[src/hdl/sld_pkg.sv]
// Shared types and constants of the serial load/dump command engine.
package sld_pkg;

  // Command and reply characters on the serial link.
  localparam logic [7:0] CharLoad  = 8'h4C;  // 'L'
  localparam logic [7:0] CharDump  = 8'h44;  // 'D'
  localparam logic [7:0] CharGo    = 8'h47;  // 'G'
  localparam logic [7:0] CharPing  = 8'h50;  // 'P'
  localparam logic [7:0] CharOk    = 8'h4B;  // 'K'
  localparam logic [7:0] CharError = 8'h45;  // 'E'
  localparam logic [7:0] CharPong  = 8'h4F;  // 'O'

  // Default number of entries in the queue between the parser and the result port.
  localparam int unsigned QueueDepthDefault = 4;

  typedef enum logic {
    ITEM_LINK = 1'b0,
    ITEM_READ = 1'b1
  } item_kind_e;

  typedef enum logic [1:0] {
    RK_TX    = 2'd0,
    RK_WRITE = 2'd1,
    RK_READ  = 2'd2,
    RK_JUMP  = 2'd3
  } result_kind_e;

  typedef enum logic [1:0] {
    OP_NONE = 2'd0,
    OP_LOAD = 2'd1,
    OP_DUMP = 2'd2,
    OP_GO   = 2'd3
  } op_e;

  typedef enum logic [2:0] {
    PH_IDLE = 3'd0,
    PH_ADDR = 3'd1,
    PH_LEN  = 3'd2,
    PH_DATA = 3'd3,
    PH_CSUM = 3'd4,
    PH_DUMP = 3'd5
  } phase_e;

  typedef struct packed {
    result_kind_e kind;
    logic [7:0]   tx_byte;
    logic [31:0]  mem_address;
    logic [7:0]   write_data;
  } res_t;

  // All results caused by one input item; res_b is used only when two is set.
  typedef struct packed {
    logic two;
    res_t res_a;
    res_t res_b;
  } entry_t;

  // Push request from the parser into the queue.
  typedef struct packed {
    logic   push;
    entry_t entry;
  } push_t;

endpackage

[src/hdl/sld_if.sv]
// Handshake interfaces of the input item channel and the result channel.
interface sld_in_if;
  logic       valid;
  logic       ready;
  logic       command;
  logic [7:0] rx_byte;
  logic [7:0] read_data;

  modport source (output valid, command, rx_byte, read_data, input ready);
  modport sink   (input valid, command, rx_byte, read_data, output ready);
endinterface

interface sld_out_if;
  logic        valid;
  logic        ready;
  logic [1:0]  result_kind;
  logic [7:0]  tx_byte;
  logic [31:0] mem_address;
  logic [7:0]  write_data;
  logic        last_in_run;

  modport source (output valid, result_kind, tx_byte, mem_address, write_data, last_in_run,
                  input ready);
  modport sink   (input valid, result_kind, tx_byte, mem_address, write_data, last_in_run,
                  output ready);
endinterface

[src/hdl/sld_front.sv]
// Command parser: accepts input items, tracks the command phase and builds result entries.
module sld_front import sld_pkg::*; (
  input  logic  clk_i,
  input  logic  rst_ni,
  sld_in_if.sink in_i,
  input  logic  space_i,
  output push_t push_o
);

  phase_e      phase_q, phase_d;
  op_e         op_q, op_d;
  logic [1:0]  cnt_q, cnt_d;
  logic [31:0] base_q, base_d;
  logic [31:0] len_q, len_d;
  logic [31:0] addr_q, addr_d;   // base address plus byte index
  logic [31:0] rem_q, rem_d;     // byte length minus byte index
  logic [7:0]  xor_q, xor_d;

  logic        accept;
  logic [31:0] rem_dec, addr_inc, base_sh, len_sh;
  logic [1:0]  cnt_inc;

  assign in_i.ready = space_i;
  assign accept     = in_i.valid & space_i;
  assign rem_dec    = rem_q - 32'd1;
  assign addr_inc   = addr_q + 32'd1;
  assign base_sh    = {base_q[23:0], in_i.rx_byte};
  assign len_sh     = {len_q[23:0], in_i.rx_byte};
  assign cnt_inc    = cnt_q + 2'd1;

  always_ff @(posedge clk_i or negedge rst_ni) begin
    if (!rst_ni) begin
      phase_q <= PH_IDLE;
      op_q    <= OP_NONE;
      cnt_q   <= '0;
      base_q  <= '0;
      len_q   <= '0;
      addr_q  <= '0;
      rem_q   <= '0;
      xor_q   <= '0;
    end else begin
      phase_q <= phase_d;
      op_q    <= op_d;
      cnt_q   <= cnt_d;
      base_q  <= base_d;
      len_q   <= len_d;
      addr_q  <= addr_d;
      rem_q   <= rem_d;
      xor_q   <= xor_d;
    end
  end

  always_comb begin
    phase_d = phase_q;
    op_d    = op_q;
    cnt_d   = cnt_q;
    base_d  = base_q;
    len_d   = len_q;
    addr_d  = addr_q;
    rem_d   = rem_q;
    xor_d   = xor_q;
    push_o  = '0;

    if (accept) begin
      if (in_i.command == ITEM_READ) begin
        if (phase_q == PH_DUMP) begin
          push_o.push              = 1'b1;
          push_o.entry.res_a.kind  = RK_TX;
          push_o.entry.res_a.tx_byte = in_i.read_data;
          rem_d                    = rem_dec;
          if (rem_dec != 32'd0) begin
            push_o.entry.two                 = 1'b1;
            push_o.entry.res_b.kind          = RK_READ;
            push_o.entry.res_b.mem_address   = addr_inc;
            addr_d                           = addr_inc;
          end else begin
            phase_d = PH_IDLE;
            op_d    = OP_NONE;
            cnt_d   = '0;
          end
        end
      end else begin
        case (phase_q)
          PH_ADDR: begin
            base_d = base_sh;
            cnt_d  = cnt_inc;
            if (cnt_inc == 2'd0) begin
              if (op_q == OP_GO) begin
                push_o.push                    = 1'b1;
                push_o.entry.res_a.kind        = RK_JUMP;
                push_o.entry.res_a.mem_address = base_sh;
                phase_d                        = PH_IDLE;
                op_d                           = OP_NONE;
              end else begin
                phase_d = PH_LEN;
              end
            end
          end
          PH_LEN: begin
            len_d = len_sh;
            cnt_d = cnt_inc;
            if (cnt_inc == 2'd0) begin
              xor_d  = '0;
              addr_d = base_q;
              rem_d  = len_sh;
              if (op_q == OP_LOAD) begin
                phase_d = (len_sh == 32'd0) ? PH_CSUM : PH_DATA;
              end else if (len_sh == 32'd0) begin
                phase_d = PH_IDLE;
                op_d    = OP_NONE;
              end else begin
                phase_d                        = PH_DUMP;
                push_o.push                    = 1'b1;
                push_o.entry.res_a.kind        = RK_READ;
                push_o.entry.res_a.mem_address = base_q;
              end
            end
          end
          PH_DATA: begin
            push_o.push                    = 1'b1;
            push_o.entry.res_a.kind        = RK_WRITE;
            push_o.entry.res_a.mem_address = addr_q;
            push_o.entry.res_a.write_data  = in_i.rx_byte;
            xor_d  = xor_q ^ in_i.rx_byte;
            addr_d = addr_inc;
            rem_d  = rem_dec;
            if (rem_dec == 32'd0) begin
              phase_d = PH_CSUM;
            end
          end
          PH_CSUM: begin
            push_o.push                = 1'b1;
            push_o.entry.res_a.kind    = RK_TX;
            push_o.entry.res_a.tx_byte = (xor_q == in_i.rx_byte) ? CharOk : CharError;
            phase_d                    = PH_IDLE;
            op_d                       = OP_NONE;
            cnt_d                      = '0;
          end
          PH_DUMP: begin
            // Link bytes are dropped while a dump read is outstanding.
          end
          default: begin
            phase_d = PH_IDLE;
            op_d    = OP_NONE;
            cnt_d   = '0;
            if (in_i.rx_byte == CharLoad || in_i.rx_byte == CharDump ||
                in_i.rx_byte == CharGo) begin
              op_d    = (in_i.rx_byte == CharLoad) ? OP_LOAD :
                        (in_i.rx_byte == CharDump) ? OP_DUMP : OP_GO;
              phase_d = PH_ADDR;
              base_d  = '0;
              len_d   = '0;
            end else if (in_i.rx_byte == CharPing) begin
              push_o.push                = 1'b1;
              push_o.entry.res_a.kind    = RK_TX;
              push_o.entry.res_a.tx_byte = CharPong;
            end
          end
        endcase
      end
    end
  end

endmodule

[src/hdl/sld_fifo.sv]
// Small register queue of result entries between the parser and the result port.
module sld_fifo import sld_pkg::*; #(
  parameter int unsigned Depth = QueueDepthDefault
) (
  input  logic   clk_i,
  input  logic   rst_ni,
  input  push_t  push_i,
  input  logic   pop_i,
  output logic   full_o,
  output logic   empty_o,
  output entry_t head_o
);

  localparam int unsigned PtrW = (Depth > 1) ? $clog2(Depth) : 1;
  localparam int unsigned CntW = $clog2(Depth + 1);

  entry_t            mem_q [Depth];
  logic [PtrW-1:0]   wr_ptr_q, rd_ptr_q;
  logic [CntW-1:0]   cnt_q;
  logic              do_push, do_pop;

  assign full_o  = (cnt_q == CntW'(Depth));
  assign empty_o = (cnt_q == '0);
  assign head_o  = mem_q[rd_ptr_q];
  assign do_push = push_i.push & ~full_o;
  assign do_pop  = pop_i & ~empty_o;

  always_ff @(posedge clk_i) begin
    if (do_push) begin
      mem_q[wr_ptr_q] <= push_i.entry;
    end
  end

  always_ff @(posedge clk_i or negedge rst_ni) begin
    if (!rst_ni) begin
      wr_ptr_q <= '0;
      rd_ptr_q <= '0;
      cnt_q    <= '0;
    end else begin
      if (do_push) begin
        wr_ptr_q <= (wr_ptr_q == PtrW'(Depth - 1)) ? '0 : wr_ptr_q + PtrW'(1);
      end
      if (do_pop) begin
        rd_ptr_q <= (rd_ptr_q == PtrW'(Depth - 1)) ? '0 : rd_ptr_q + PtrW'(1);
      end
      if (do_push && !do_pop) begin
        cnt_q <= cnt_q + CntW'(1);
      end else if (do_pop && !do_push) begin
        cnt_q <= cnt_q - CntW'(1);
      end
    end
  end

endmodule

[src/hdl/sld_back.sv]
// Result sequencer: sends the one or two results of the head queue entry in order.
module sld_back import sld_pkg::*; (
  input  logic       clk_i,
  input  logic       rst_ni,
  input  entry_t     head_i,
  input  logic       empty_i,
  output logic       pop_o,
  sld_out_if.source  out_o
);

  logic sel_q, sel_d;
  logic last, xfer;
  res_t cur;

  assign cur  = sel_q ? head_i.res_b : head_i.res_a;
  assign last = ~head_i.two | sel_q;
  assign xfer = out_o.valid & out_o.ready;

  assign out_o.valid       = ~empty_i;
  assign out_o.result_kind = cur.kind;
  assign out_o.tx_byte     = cur.tx_byte;
  assign out_o.mem_address = cur.mem_address;
  assign out_o.write_data  = cur.write_data;
  assign out_o.last_in_run = last;

  assign pop_o = xfer & last;

  always_comb begin
    sel_d = sel_q;
    if (xfer) begin
      sel_d = ~last;
    end
  end

  always_ff @(posedge clk_i or negedge rst_ni) begin
    if (!rst_ni) begin
      sel_q <= 1'b0;
    end else begin
      sel_q <= sel_d;
    end
  end

endmodule

[src/hdl/serial_load_dump_command_engine.sv]
// Top level of the serial load/dump command engine: parser, result queue and result sequencer.
//
// The engine parses a byte-serial command stream (Load, Dump, Go, Ping) and
// turns it into memory writes, memory read requests, jump requests and bytes
// to transmit. Each input transfer is either a byte received from the link or
// a data byte returned for an outstanding dump read. The parser accepts one
// input transfer per clock cycle as long as the result queue has a free
// entry, and all results of an item are placed into the queue as one entry in
// the cycle the item is accepted, so the first result is registered in the
// queue before it is offered on the output. Results leave at one transfer per
// cycle while the output is ready; the read return of a dump causes two results
// (the data byte, then the next read request) unless it ends the dump. The
// queue depth (QueueDepth entries) sets how far the input may run ahead of a
// stalled output. Unknown command bytes, link bytes while a dump read is
// pending and read data without a pending read produce no result.
module serial_load_dump_command_engine import sld_pkg::*; #(
  parameter int unsigned QueueDepth = QueueDepthDefault
) (
  input  logic      clk_i,
  input  logic      rst_ni,
  sld_in_if.sink    in_i,
  sld_out_if.source out_o
);

  push_t  front_push;
  entry_t fifo_head;
  logic   fifo_full;
  logic   fifo_empty;
  logic   back_pop;

  // Front end: accepts and decodes items whenever the queue has room.
  sld_front u_front (
    .clk_i  (clk_i),
    .rst_ni (rst_ni),
    .in_i   (in_i),
    .space_i(~fifo_full),
    .push_o (front_push)
  );

  // Queue decoupling the parser from a stalling result consumer.
  sld_fifo #(
    .Depth(QueueDepth)
  ) u_fifo (
    .clk_i  (clk_i),
    .rst_ni (rst_ni),
    .push_i (front_push),
    .pop_i  (back_pop),
    .full_o (fifo_full),
    .empty_o(fifo_empty),
    .head_o (fifo_head)
  );

  // Back end: emits the results of each entry in order, marking the last one.
  sld_back u_back (
    .clk_i  (clk_i),
    .rst_ni (rst_ni),
    .head_i (fifo_head),
    .empty_i(fifo_empty),
    .pop_o  (back_pop),
    .out_o  (out_o)
  );

  // The parser never pushes into a full queue.
  a_no_push_when_full : assert property (@(posedge clk_i) disable iff (!rst_ni)
    !(front_push.push && fifo_full))
    else $error("result entry pushed into a full queue");

  // Only a dump read return yields two results, and the first is the data byte.
  a_first_of_two_is_tx : assert property (@(posedge clk_i) disable iff (!rst_ni)
    (out_o.valid && !out_o.last_in_run) |-> (out_o.result_kind == RK_TX))
    else $error("first of two results is not a transmit byte");

  // After the first of two results is taken, the read request follows at once.
  a_second_follows : assert property (@(posedge clk_i) disable iff (!rst_ni)
    (out_o.valid && out_o.ready && !out_o.last_in_run) |=>
      (out_o.valid && out_o.last_in_run && out_o.result_kind == RK_READ))
    else $error("second result of a dump read return did not follow");

endmodule

[src/flat_wrapper.sv]
// flat-port wrapper written by rule: the top's interface ports become plain ports
module serial_load_dump_command_engine_flat import sld_pkg::*;
#(
  parameter int unsigned QueueDepth = QueueDepthDefault
)
  (clk_i, rst_ni, in_i_valid, in_i_command, in_i_rx_byte, in_i_read_data, in_i_ready, out_o_valid, out_o_result_kind, out_o_tx_byte, out_o_mem_address, out_o_write_data, out_o_last_in_run, out_o_ready);
  sld_in_if in_i_i ();
  sld_out_if out_o_i ();
  input  logic clk_i;
  input  logic rst_ni;
  input wire logic [$bits(in_i_i.valid)-1:0] in_i_valid;
  input wire logic [$bits(in_i_i.command)-1:0] in_i_command;
  input wire logic [$bits(in_i_i.rx_byte)-1:0] in_i_rx_byte;
  input wire logic [$bits(in_i_i.read_data)-1:0] in_i_read_data;
  output wire logic [$bits(in_i_i.ready)-1:0] in_i_ready;
  output wire logic [$bits(out_o_i.valid)-1:0] out_o_valid;
  output wire logic [$bits(out_o_i.result_kind)-1:0] out_o_result_kind;
  output wire logic [$bits(out_o_i.tx_byte)-1:0] out_o_tx_byte;
  output wire logic [$bits(out_o_i.mem_address)-1:0] out_o_mem_address;
  output wire logic [$bits(out_o_i.write_data)-1:0] out_o_write_data;
  output wire logic [$bits(out_o_i.last_in_run)-1:0] out_o_last_in_run;
  input wire logic [$bits(out_o_i.ready)-1:0] out_o_ready;
  assign in_i_i.valid = in_i_valid;
  assign in_i_i.command = in_i_command;
  assign in_i_i.rx_byte = in_i_rx_byte;
  assign in_i_i.read_data = in_i_read_data;
  assign in_i_ready = in_i_i.ready;
  assign out_o_valid = out_o_i.valid;
  assign out_o_result_kind = out_o_i.result_kind;
  assign out_o_tx_byte = out_o_i.tx_byte;
  assign out_o_mem_address = out_o_i.mem_address;
  assign out_o_write_data = out_o_i.write_data;
  assign out_o_last_in_run = out_o_i.last_in_run;
  assign out_o_i.ready = out_o_ready;
  serial_load_dump_command_engine #(.QueueDepth(QueueDepth)) u_core (.clk_i(clk_i), .rst_ni(rst_ni), .in_i(in_i_i), .out_o(out_o_i));
endmodule
[config.mk]
export PLATFORM = sky130hd
export DESIGN_NAME = serial_load_dump_command_engine_flat
export DESIGN_NICKNAME = d
export VERILOG_FILES = /design/src/hdl/sld_pkg.sv /design/src/hdl/sld_if.sv /design/src/hdl/sld_front.sv /design/src/hdl/sld_fifo.sv /design/src/hdl/sld_back.sv /design/src/hdl/serial_load_dump_command_engine.sv /design/src/flat_wrapper.sv
export SDC_FILE = /design/constraint.sdc
export NUM_CORES = 1
export LEC_CHECK = 0
export ABC_AREA = 1
export ABC_CLOCK_PERIOD_IN_PS = 6100
export BUFFER_PORTS_ARGS = -buffer_cell sky130_fd_sc_hd__buf_2
export CORE_MARGIN = 2
export CORE_UTILIZATION = 35
export CTS_BUF_LIST = sky130_fd_sc_hd__clkbuf_2 sky130_fd_sc_hd__clkbuf_4 sky130_fd_sc_hd__clkbuf_8
export DETAILED_ROUTE_END_ITERATION = 6
export PLACE_DENSITY = 0.53
export SYNTH_ARGS = -nofsm -noshare
export SYNTH_HDL_FRONTEND = slang
export SYNTH_HIERARCHICAL = 1
export SYNTH_SLANG_ARGS = --single-unit
[constraint.sdc]
create_clock -name clk_i -period 6.1 [get_ports clk_i]
set_clock_uncertainty 0.05 [all_clocks]
set_input_delay 0.305 -clock clk_i [delete_from_list [all_inputs] [get_ports clk_i]]
set_output_delay 0.305 -clock clk_i [all_outputs]
set_load 0.02 [all_outputs]
Word level (Yosys, flattened, before mapping). Memories as Yosys holds them, arrays and structs flattened. Index checks and enable logic that the tools add are counted.

Output and inout bits: 53. Bits in registers: 143. Memories: 1. Input port bits: 21. Logic and storage cells: 179. Bits in writable memories: 340.

Reduce and logical (&&, ||, !) cells: 31. Bitwise gates (word level): 14. Muxes and demuxes: 86. $add $sub $neg: 7. Eq/ne operators: 28.

Memory list: u_core.u_fifo.mem_q (words 4, width 85, read ports 1, clocked after Yosys merged registers in 0, write ports 1, line sld_fifo.sv:17) `entry_t mem_q [Depth];`.

Operators by type and width (count): 32-bit two-way mux (17); 32-bit case mux with 2 select lines (3); 32-bit case mux with 3 select lines (1); 32-bit zero test (2); 54-bit two-way mux (1); 50-bit two-way mux (1); 24-bit case mux with 2 select lines (1); 2-bit two-way mux (22); 40-bit two-way mux (1); 3-bit two-way mux (11); 32-bit by 1-bit adder with 32-bit output (second input constant) (1); 8-bit by 7-bit == test with 1-bit output (second input constant) (4); 32-bit nonzero test (1); 32-bit by 1-bit subtractor with 32-bit output (second input constant) (1); 4-bit AND reduction (5); 3-bit inequality test (second input constant) (6); 8-bit two-way mux (2); 2-bit case mux with 4 select lines (2); 8-bit case mux with 2 select lines (1); 3-bit case mux with 5 select lines (1); 1-bit two-way mux (14); 7-bit two-way mux (2); 7-bit case mux with 2 select lines (1); 12-bit two-way mux (1); other kinds (31) (64).

Longest topological paths before layout. Gate-level depths: netlist of run 1.

Word-level depth: 12. Mapped depth: 22. Depth with buffers taken out: 21.

By module. The synthesis of run 1 kept the hierarchy.

Modules (own cells, without submodules): sld_fifo (area an instance 16543.4 sq um, cells an instance 1239, times used 1, sequential area each 12306.8 sq um); sld_front (area an instance 9895.7 sq um, cells an instance 1548, times used 1, sequential area each 3378.2 sq um); sld_back (area an instance 803.3 sq um, cells an instance 174, times used 1, sequential area each 25.0 sq um); serial_load_dump_command_engine (area an instance 3.8 sq um, cells an instance 1, times used 1, sequential area each 0.0 sq um).

Worst setup path after synthesis of run 1. OpenSTA, ideal clock, no wires.

Kind: input to register. Start point: in in_i_rx_byte[1]. End point: mem u_core/u_fifo/mem_q[0][0] in the netlist's numbering (enable). Stages on the path: 14. Required time: 5.488 ns. Setup slack: -0.436 ns. Data arrival time: 5.924 ns. Library setup time: 0.562 ns. Path buffers: 1. Cells stage by stage: clkbuf_1 inv_1 nand2_1 nor3_1 nand4_1 nor2_1 inv_1 ha_1 a22oi_1 nand2_1 nand2_1 a21oi_1 nand2_1 nor2_1.

RTL lines: start, declared (line flat_wrapper.sv:13) `input wire logic [$bits(in_i_i.rx_byte)-1:0] in_i_rx_byte;`; end, declared (line sld_fifo.sv:17).

==> results.cfg, run 1 <==
[outcome]
status = completed

[floorplan]
coreArea_um2 = 77200
initial_core_util = 0.353
dieArea_um2 = 80100
rows = 102
die_width_um = 283
ioPinCount = 74
die_h_um = 283

[grt]
grt_max_degree = 224
antenna_found_initial = 2
first_global_vias = 19300
grt_usage = 0.185
grt-ovfl-total = 0
grt_pass1_wl_um = 115000

[synthesis]
synth_area_um2 = 27200
synth-seq-cells = 547
synth_cells = 2962
synth_cell_type_count = 44
yosys_warnings = 6
seq_area_frac_synth = 0.577
syn_avg_cell_area_um2 = 9.20

[critical_path]
arrival_ns = 4.57
path_cells = inv_1, nor2_1, inv_1, nor2_2, buf_4, inv_1, nor2_1, a22oi_1, nand2_1, nand2_1, a21oi_1, nand2_1, nor2_4, buf_4
cp_slowest_cell = nor2_4
reg2reg_from = u_core/u_front/phase_q[1]
crit_type = reg2reg
cp_slowest_stage_delay_ns = 0.80
startpoint_type = flip-flop
end_kind = flip-flop
startpoint = u_core/u_front/phase_q[1]
cp_data_required_time_ns = 6.37
crit_fanout = 45

[clock_tree]
cts_sinks = 547
clockRootBuffer = clkbuf_8
cts_tree = yes
clk_pin_slew_ns = 0.06
clk_latency_ns = 0.73
clk_path_buf_depth = 3
cts.repair.resized = 0
htreeDepth = 3
numCtsBuffers = 93

[layout]
final_cell_mix = nand2_1 (786), inv_1 (406), edfxtp_1 (404), o211ai_1 (202), nor2_1 (197)
area_growth_pct = 11.7
layout_commonest_cell = nand2_1
nets = 3047
postLayoutCellArea_um2 = 30400
layout-drive-gt1-share = 0.106

[drt]
wl_um = 74500
drtPass1Iterations = 5
ant_nets = 0
routedWlPerCell_um = 18.0
drc = 0
vias = 20300
drt_iter0_drc = 1598
avgViaCountPerCell = 4.90

[sta]
maxSlewViolCount = 0
finalSetupViolCount = 0
worst_slew_pin_slew_ns = 1.16
rsz0062_at_grt = false
finalHoldViolations = 0
fmax_ghz = 0.233
setup_tns_ns = 0
final.min_clock_period_ns = 4.29
fin_crit_sh = 0.704
relSlewSlack = 0.226

[place]
routabilityCongestion = 0.894
port_buffers = 73
placed_area_um2 = 28200
detailed_place_hpwl_um = 47100

[power]
power_density_nw_per_um2 = 432
leakage_nw = 12.6
ir_worst_vdd_mv = 0.287

[job]
max_cap_viol_count = 0

[worst_hold_path]
hold_path_class = in2async
timing repair:
item	4_1_cts	5_1_grt
hold buffers	17	0
endpoints found under the hold margin	104	0
setup buffers	0	0
worst paths after layout:
path / end / slack [ns] / cells past startpoint
max: u_core/u_fifo/mem_q[0][83] / 1.81 / 14
min: u_core/u_front/addr_q[26] / 0.10 / 2
max in group asynchronous: u_core/u_front/rem_q[17] / 4.74 / 3
min reg2reg: u_core/u_front/cnt_q[1] / 0.44 / 2
max reg2reg: u_core/u_fifo/mem_q[0][83] / 1.81 / 14
min in group clk_i: u_core/u_fifo/mem_q[2][92] / 0.16 / 3
power by group:
group | internal, W | total (W) | switching, W | leakage, nW
sequential | 0.00449 | 0.00513 | 0.000641 | 5.54
clock | 0.00203 | 0.00359 | 0.00156 | 1.11
combinational | 0.00130 | 0.00441 | 0.00312 | 5.97
total | 0.00782 | 0.0131 | 0.00532 | 12.6
stage by stage:
stage / setup WS [ns] / instances / hold slack (ns) / utilization / power [W]
after floorplan: -0.436 / 2978 / -0.0406 / - / 0.00834
after detailed placement: 1.78 / 3940 / 0.264 / 0.365 / 0.00964
after CTS: 1.76 / 4130 / 0.0541 / 0.394 / 0.0133
after global placement: 1.85 / 3940 / 0.260 / 0.365 / 0.00963
after global routing: 1.40 / 4131 / 0.0773 / 0.394 / 0.0140
final: 1.81 / 4132 / 0.102 / 0.394 / 0.0131
logic make-up after synthesis:
group                      Yosys count  share of synthesized area
adders and majority gates           14                    0.00670
xor gates and xnor gates            32                     0.0103
buffers and inverters              590                     0.0991
and+or+nand+nor                   1297                      0.198
other                                1                   0.000138
DFF                                547                      0.577
AOI/OAI and AO/OA                  481                      0.109
layout make-up:
class                   instances  area [um^2]
diodes                          2         5.00
clock buffers                 148         1840
clock inverters                25          253
fillers                      7716        46800
inverters                     414         1560
multi-input cells            1841         8970
flip-flops and latches        547        15700
well taps                    1040         1300
repair buffers                115          779
Yosys cell counts, drive strengths merged:
library cell,instances,share of area
nand4,24,0.0055
dfrtp,143,0.13
xnor2,13,0.0042
o21a,1,0.00028
a22oi,1,0.00028
o21bai,1,0.00028
nor2,219,0.032
ha,13,0.0060
nand3,181,0.034
inv,412,0.057
a21oi,97,0.018
o21ai,168,0.031
o211ai,202,0.056
a31oi,1,0.00023
conb,1,0.00014
nand2,810,0.11
nor3,46,0.0084
clkinv,2,0.00028
or2,3,0.00069
nor4,9,0.0021
o22ai,7,0.0016
buf,108,0.032
or3,2,0.00046
fa,1,0.00073
a2111oi,1,0.0010
clkbuf,68,0.0094
nand3b,2,0.00055
xor2,19,0.0061
a211oi,2,0.00055
edfxtp,404,0.45
or4,1,0.00028
metal layers:
metal / vias to the layer above / global-route usage / share of wire
met3: 111 / 0.0337 / 0.064
met5: - / 0 / 0
met1: 9624 / 0.268 / 0.47
li1: 9933 / - / -
met4: 0 / 0.0504 / 0.023
met2: 594 / 0.284 / 0.44
worst max-delay path: cells and delay by family, from the launching register on:
kind | cells | cell delay, ns
and+or+nand+nor | 7 | 1.63
buffers and inverters | 5 | 1.42
DFF | 1 | 0.43
AOI/OAI and AO/OA | 2 | 0.33
flip-flops by register name, indices dropped and copies added, names as in the netlist:
register / count
u_core/u_front/base_q: 32
u_core/u_back/sel_q: 1
u_core/u_fifo/cnt_q: 3
u_core/u_front/phase_q: 3
u_core/u_fifo/mem_q: 404
u_core/u_front/op_q: 2
u_core/u_front/len_q: 24
u_core/u_fifo/rd_ptr_q: 2
u_core/u_front/addr_q: 32
u_core/u_fifo/wr_ptr_q: 2
u_core/u_front/xor_q: 8
u_core/u_front/cnt_q: 2
u_core/u_front/rem_q: 32
Note: power is estimated with default switching activity, not from simulation.
==> run 2, diff against run 1 <==
- ABC_CLOCK_PERIOD_IN_PS: 6100 -> 4470
- PLACE_DENSITY: 0.53 -> 0.51
- clock period: 6.1 -> 4.47 ns (I/O delays scaled with it)
==> results.cfg, run 2 (synthesis results as in run 1) <==
[outcome]
status = completed

[clock_tree]
clk_pin_slew_ns = 0.06
post-cts-setup-buffers = 0
numCtsBuffers = 96
clk_latency_ns = 0.69
clk_path_buf_depth = 3
cts_sinks = 547
clockRootBuffer = clkbuf_8
htreeDepth = 3
cts_tree = yes

[place]
detailed_place_hpwl_um = 46900
dpl.cell_count = 3946
routabilityCongestion = 0.864
port_buffers = 73
pre_cts_slack_ns = 1.00

[layout]
layout-drive-gt1-share = 0.103
layout_commonest_cell = nand2_1
nets = 3057
multi_input_area_um2 = 8960
final_cell_mix = nand2_1 (786), inv_1 (405), edfxtp_1 (404), o211ai_1 (202), nor2_1 (197)
fin_cells = 4145
fin_util = 0.393
regMostFlops = u_core/u_fifo/mem_q
fillerInstances = 7716
largest_reg_flops = 404
seq_area_um2 = 15700
area_growth_pct = 11.3

[sta]
rsz0062_at_grt = false
final.min_clock_period_ns = 3.61
relSlewSlack = 0.278
fmax_ghz = 0.277
finalHoldViolations = 0
holdWs_ns = 0.0356
setup_tns_ns = 0
worst_slew_pin_slew_ns = 1.08
fin_crit_sh = 0.808
maxSlewViolCount = 0
worst_slack_ns = 0.858
finalSetupViolCount = 0

[drt]
drtPass1Iterations = 6
vias = 20400
drc = 0
avgViaCountPerCell = 4.93
routedWlPerCell_um = 18.1
ant_nets = 0
drt_iter0_drc = 1522
wl_um = 74800

[floorplan]
die_h_um = 283
ioPinCount = 74
dieArea_um2 = 80100
coreArea_um2 = 77200
initial_core_util = 0.353
rows = 102
die_width_um = 283

[job]
max_cap_viol_count = 0

[critical_path]
end_kind = output pin
crit_type = reg2out
startpoint_type = flip-flop
cp_data_required_time_ns = 4.20
r2r_slack_ns = 0.94
crit_fanout = 45
arrival_ns = 3.34

[power]
power_density_nw_per_um2 = 580
ir_worst_vdd_mv = 0.544
leakage_nw = 12.6

[grt]
grt_pass1_wl_um = 118000
antenna_found_initial = 5
grt-ovfl-total = 0
first_global_vias = 20300
grt_max_degree = 257
grt_usage = 0.188

[worst_hold_path]
hold_path_class = in2async
-- run 2: final timing paths --
check | startpoint | cells past startpoint | endpoint
min | rst_ni | 2 | u_core/u_front/rem_q[21]
max reg2reg | u_core/u_front/rem_q[0] | 16 | u_core/u_front/addr_q[18]
min in group clk_i | in_i_command | 4 | u_core/u_front/phase_q[2]
max in group asynchronous | rst_ni | 3 | u_core/u_front/addr_q[31]
max | u_core/u_fifo/rd_ptr_q[1] | 7 | out_o_mem_address[9]
min reg2reg | u_core/u_front/cnt_q[1] | 2 | u_core/u_front/cnt_q[1]
-- run 2: where the power goes --
group	internal, W	switching (W)	total [W]
registers	0.00613	0.000840	0.00697
logic	0.00179	0.00425	0.00604
clock network	0.00244	0.00211	0.00455
-- run 2: layout make-up --
type,instances,area share
diodes,2,0.000165
clock buffers,128,0.0521
clock inverters,51,0.0105
inverters,414,0.0516
multi-input cells,1841,0.295
flip-flops and latches,547,0.518
well taps,1040,0.0429
repair buffers,122,0.0288
-- run 2: critical path: stages (launching register included) --
cell	delay [ns]
dfrtp_4	0.75
inv_4	0.50
buf_4	0.61
o211ai_1	0.18
nand2_1	0.10
nand2_1	0.05
nand2_1	0.17
buf_2	0.20
-- run 2: metrics by stage --
step | total power (W) | area, um^2
floorplan | 0.0114 | 27300
global placement | 0.0131 | 28200
detailed placement | 0.0131 | 28200
CTS | 0.0178 | 30300
global route | 0.0188 | 30300
finish | 0.0176 | 30300
-- run 2: what timing repair did --
action | CTS | global route
hold buffers | 18 | 0
resized for setup | 0 | 0
endpoints found under the setup margin | 0 | 0
endpoints found under the hold margin | 119 | 0
-- run 2: routing by layer --
metal  global-route usage  wire length [um]  up-vias
met5                    0                13        -
met4               0.0480              1380        2
met3               0.0374              4220      106
met2                0.299             34200      537
met1                0.262             35000     9832
li1                     -                 -     9962
==> run 3, diff against run 2 <==
- ABC_AREA: 1 -> 0
- ABC_CLOCK_PERIOD_IN_PS: 4470 -> 3250
- PLACE_DENSITY: 0.51 -> 0.53
- clock period: 4.47 -> 3.25 ns (I/O delays scaled with it)
==> results.cfg, run 3 <==
[outcome]
status = complete, but fails checks
violations = DRC

[grt]
first_global_vias = 16200
grt-ovfl-total = 0
antenna_found_initial = 1
grt_max_degree = 103
grt_usage = 0.168
grt_pass1_wl_um = 96100

[synthesis]
synth_edf_count = 404
yosys.area.top_type = edfxtp_1
synth_flop_cell = edfxtp_1
synthArstFlopShare = 0.261
synth_cell_type_count = 74
syn_avg_cell_area_um2 = 13.8
synth-seq-cells = 547
seq_area_frac_synth = 0.627
yosys_warnings = 6
ys_top_cells_by_area = edfxtp_1 (48%), dfrtp_1 (14%), mux4_2 (9.1%)
synth_cells = 1811
yosysTopAreaCellShare = 0.484
yosysMostFrequentCell = edfxtp_1
synth_commonest_cells = edfxtp_1 (404), nand2_1 (161), nor2_1 (157)
synth_area_um2 = 25100

[sta]
final.min_clock_period_ns = 3.15
setup_tns_ns = 0
holdWs_ns = 0.303
finalHoldViolations = 0
worst_slew_pin_slew_ns = 0.947
maxSlewViolCount = 0
fmax_ghz = 0.318
relSlewSlack = 0.366
finalSetupViolCount = 0
fin_crit_sh = 0.968

[critical_path]
crit_type = reg2reg
startpoint_type = flip-flop
cp_data_required_time_ns = 3.78
end_kind = flip-flop
r2r_slack_ns = 0.10
reg2reg_from = u_core/u_front/rem_q[0]
r2r_cells = 11
crit_fanout = 11
arrival_ns = 3.68
r2r-end = u_core/u_front/addr_q[0]

[floorplan]
die_width_um = 272
dieArea_um2 = 73800
ioPinCount = 74
die_h_um = 272
coreArea_um2 = 71200
initial_core_util = 0.352
rows = 98

[clock_tree]
numCtsBuffers = 94
htreeDepth = 3
clk_path_buf_depth = 3
clk_latency_ns = 0.71
cts_tree = yes
clk_pin_slew_ns = 0.06
cts_sinks = 547
clockRootBuffer = clkbuf_8

[drt]
drtPass1Iterations = 7
wl_um = 62900
drc = 5
avgViaCountPerCell = 5.24
ant_nets = 0
vias = 16100
drt_iter0_drc = 1250
routedWlPerCell_um = 20.5

[place]
routabilityCongestion = 0.840
detailed_place_hpwl_um = 39100
port_buffers = 73

[layout]
area_growth_pct = 19.1
layout_commonest_cell = edfxtp_1
regMostFlops = u_core/u_fifo/mem_q
final_cell_mix = edfxtp_1 (404), nand2_1 (160), nor2_1 (155), dfrtp_1 (138), buf_4 (132)
seq_area_um2 = 15700
multi_input_area_um2 = 8580
layout-drive-gt1-share = 0.296
largest_reg_flops = 404
fillerInstances = 6520
nets = 2068

[worst_hold_path]
whs_endpoint = u_core/u_fifo/mem_q[2][95]
hold_path_class = in2reg
min_delay_path_depth = 3
hp-start = in_i_read_data[5]

[power]
power_w = 0.0234
ir_worst_vdd_mv = 0.957
power_density_nw_per_um2 = 784
leakage_nw = 11.0

[job]
max_cap_viol_count = 0
run 3: cell count changes after synthesis, sizes merged, moves of 14 or more:
cell / change
a222oi: +32
nand2: -649
mux2: +63
a22oi: +15
nor2: -62
o211ai: -199
o22ai: +14
clkbuf: +18
mux4: +101
xnor2: +14
o21ai: -25
buf: -49
inv: -377
nand3: -150
run 3: area by class of cell:
class | count | area share
flip-flops and latches | 547 | 0.526
well taps | 950 | 0.0398
clock inverters | 23 | 0.00695
clock buffers | 154 | 0.0620
diodes | 2 | 0.000168
inverters | 37 | 0.00465
repair buffers | 255 | 0.0728
multi-input cells | 1098 | 0.287
run 3: timing repair:
| item | CTS | global route |
|---|---|---|
| hold endpoints to repair | 207 | 0 |
| cloned | 1 | 3 |
| endpoints found under the setup margin | 81 | 569 |
| gates resized for setup | 3 | 29 |
| pin swaps | 0 | 7 |
| setup buffers | 0 | 8 |
| hold buffers | 22 | 0 |
run 3: worst max-delay path by stage:
stage,start,endpoint,slack (ns)
4_1_cts,u_core/u_front/rem_q[13],u_core/u_front/addr_q[16],0.003
5_1_grt,u_core/u_front/rem_q[0],u_core/u_front/op_q[0],-0.02
6_report,u_core/u_front/rem_q[0],u_core/u_front/addr_q[0],0.10
3_3_place_gp,in_i_rx_byte[0],u_core/u_fifo/cnt_q[2],-0.18
2_1_floorplan,u_core/u_front/rem_q[0],u_core/u_fifo/mem_q[0][100],0.002
3_5_place_dp,in_i_rx_byte[0],u_core/u_fifo/cnt_q[2],-0.25
run 3: cell families (layout without fill, tap and decap cells):
group           after synthesis  after routing  share of synthesized area
xor+xnor                     50             50                     0.0178
other cells                   1             19                   0.000150
compound gates              350            350                     0.0854
mux                         169            169                      0.128
fa+ha+maj                    14             14                    0.00729
simple gates                498            498                     0.0930
flops                       547            547                      0.627
buf+inv                     182            469                     0.0414
run 3: report_power, final:
part | internal [W] | leakage, nW | total [W] | switching (W)
clock network | 0.00372 | 1.10 | 0.00660 | 0.00287
registers | 0.00823 | 5.81 | 0.00882 | 0.000582
logic | 0.00365 | 4.10 | 0.00800 | 0.00435
total | 0.0156 | 11.0 | 0.0234 | 0.00780
run 3: metal layers:
metal  vias up  track usage  part of all wire
li1       7362            -                 -
met1      8164        0.227              0.44
met2       461        0.277              0.49
met3        77       0.0297             0.049
met4         0       0.0523             0.019
met5         -            0                 0
run 3: metrics by stage:
stage	area (um^2)	std cells	util	worst slack, ns
4_1_cts	29600	3053	0.416	0.00299
3_3_place_gp	27300	2853	0.383	-0.183
2_1_floorplan	25200	1827	-	0.00196
5_1_grt	29900	3066	0.419	-0.0206
6_report	29900	3066	0.419	0.104
3_5_place_dp	27300	2853	0.383	-0.248
run 3: critical path: stages (launching register included):
cell and delay [ns]:
dfrtp_2 0.46, nor4_4 0.33, nand4_2 0.17, buf_4 0.18, o21a_1 0.16, or4_4 0.51
a2111oi_4 0.44, a31o_4 0.24, buf_4 0.14, clkbuf_16 0.16, o21bai_1 0.11, mux2i_1 0.08
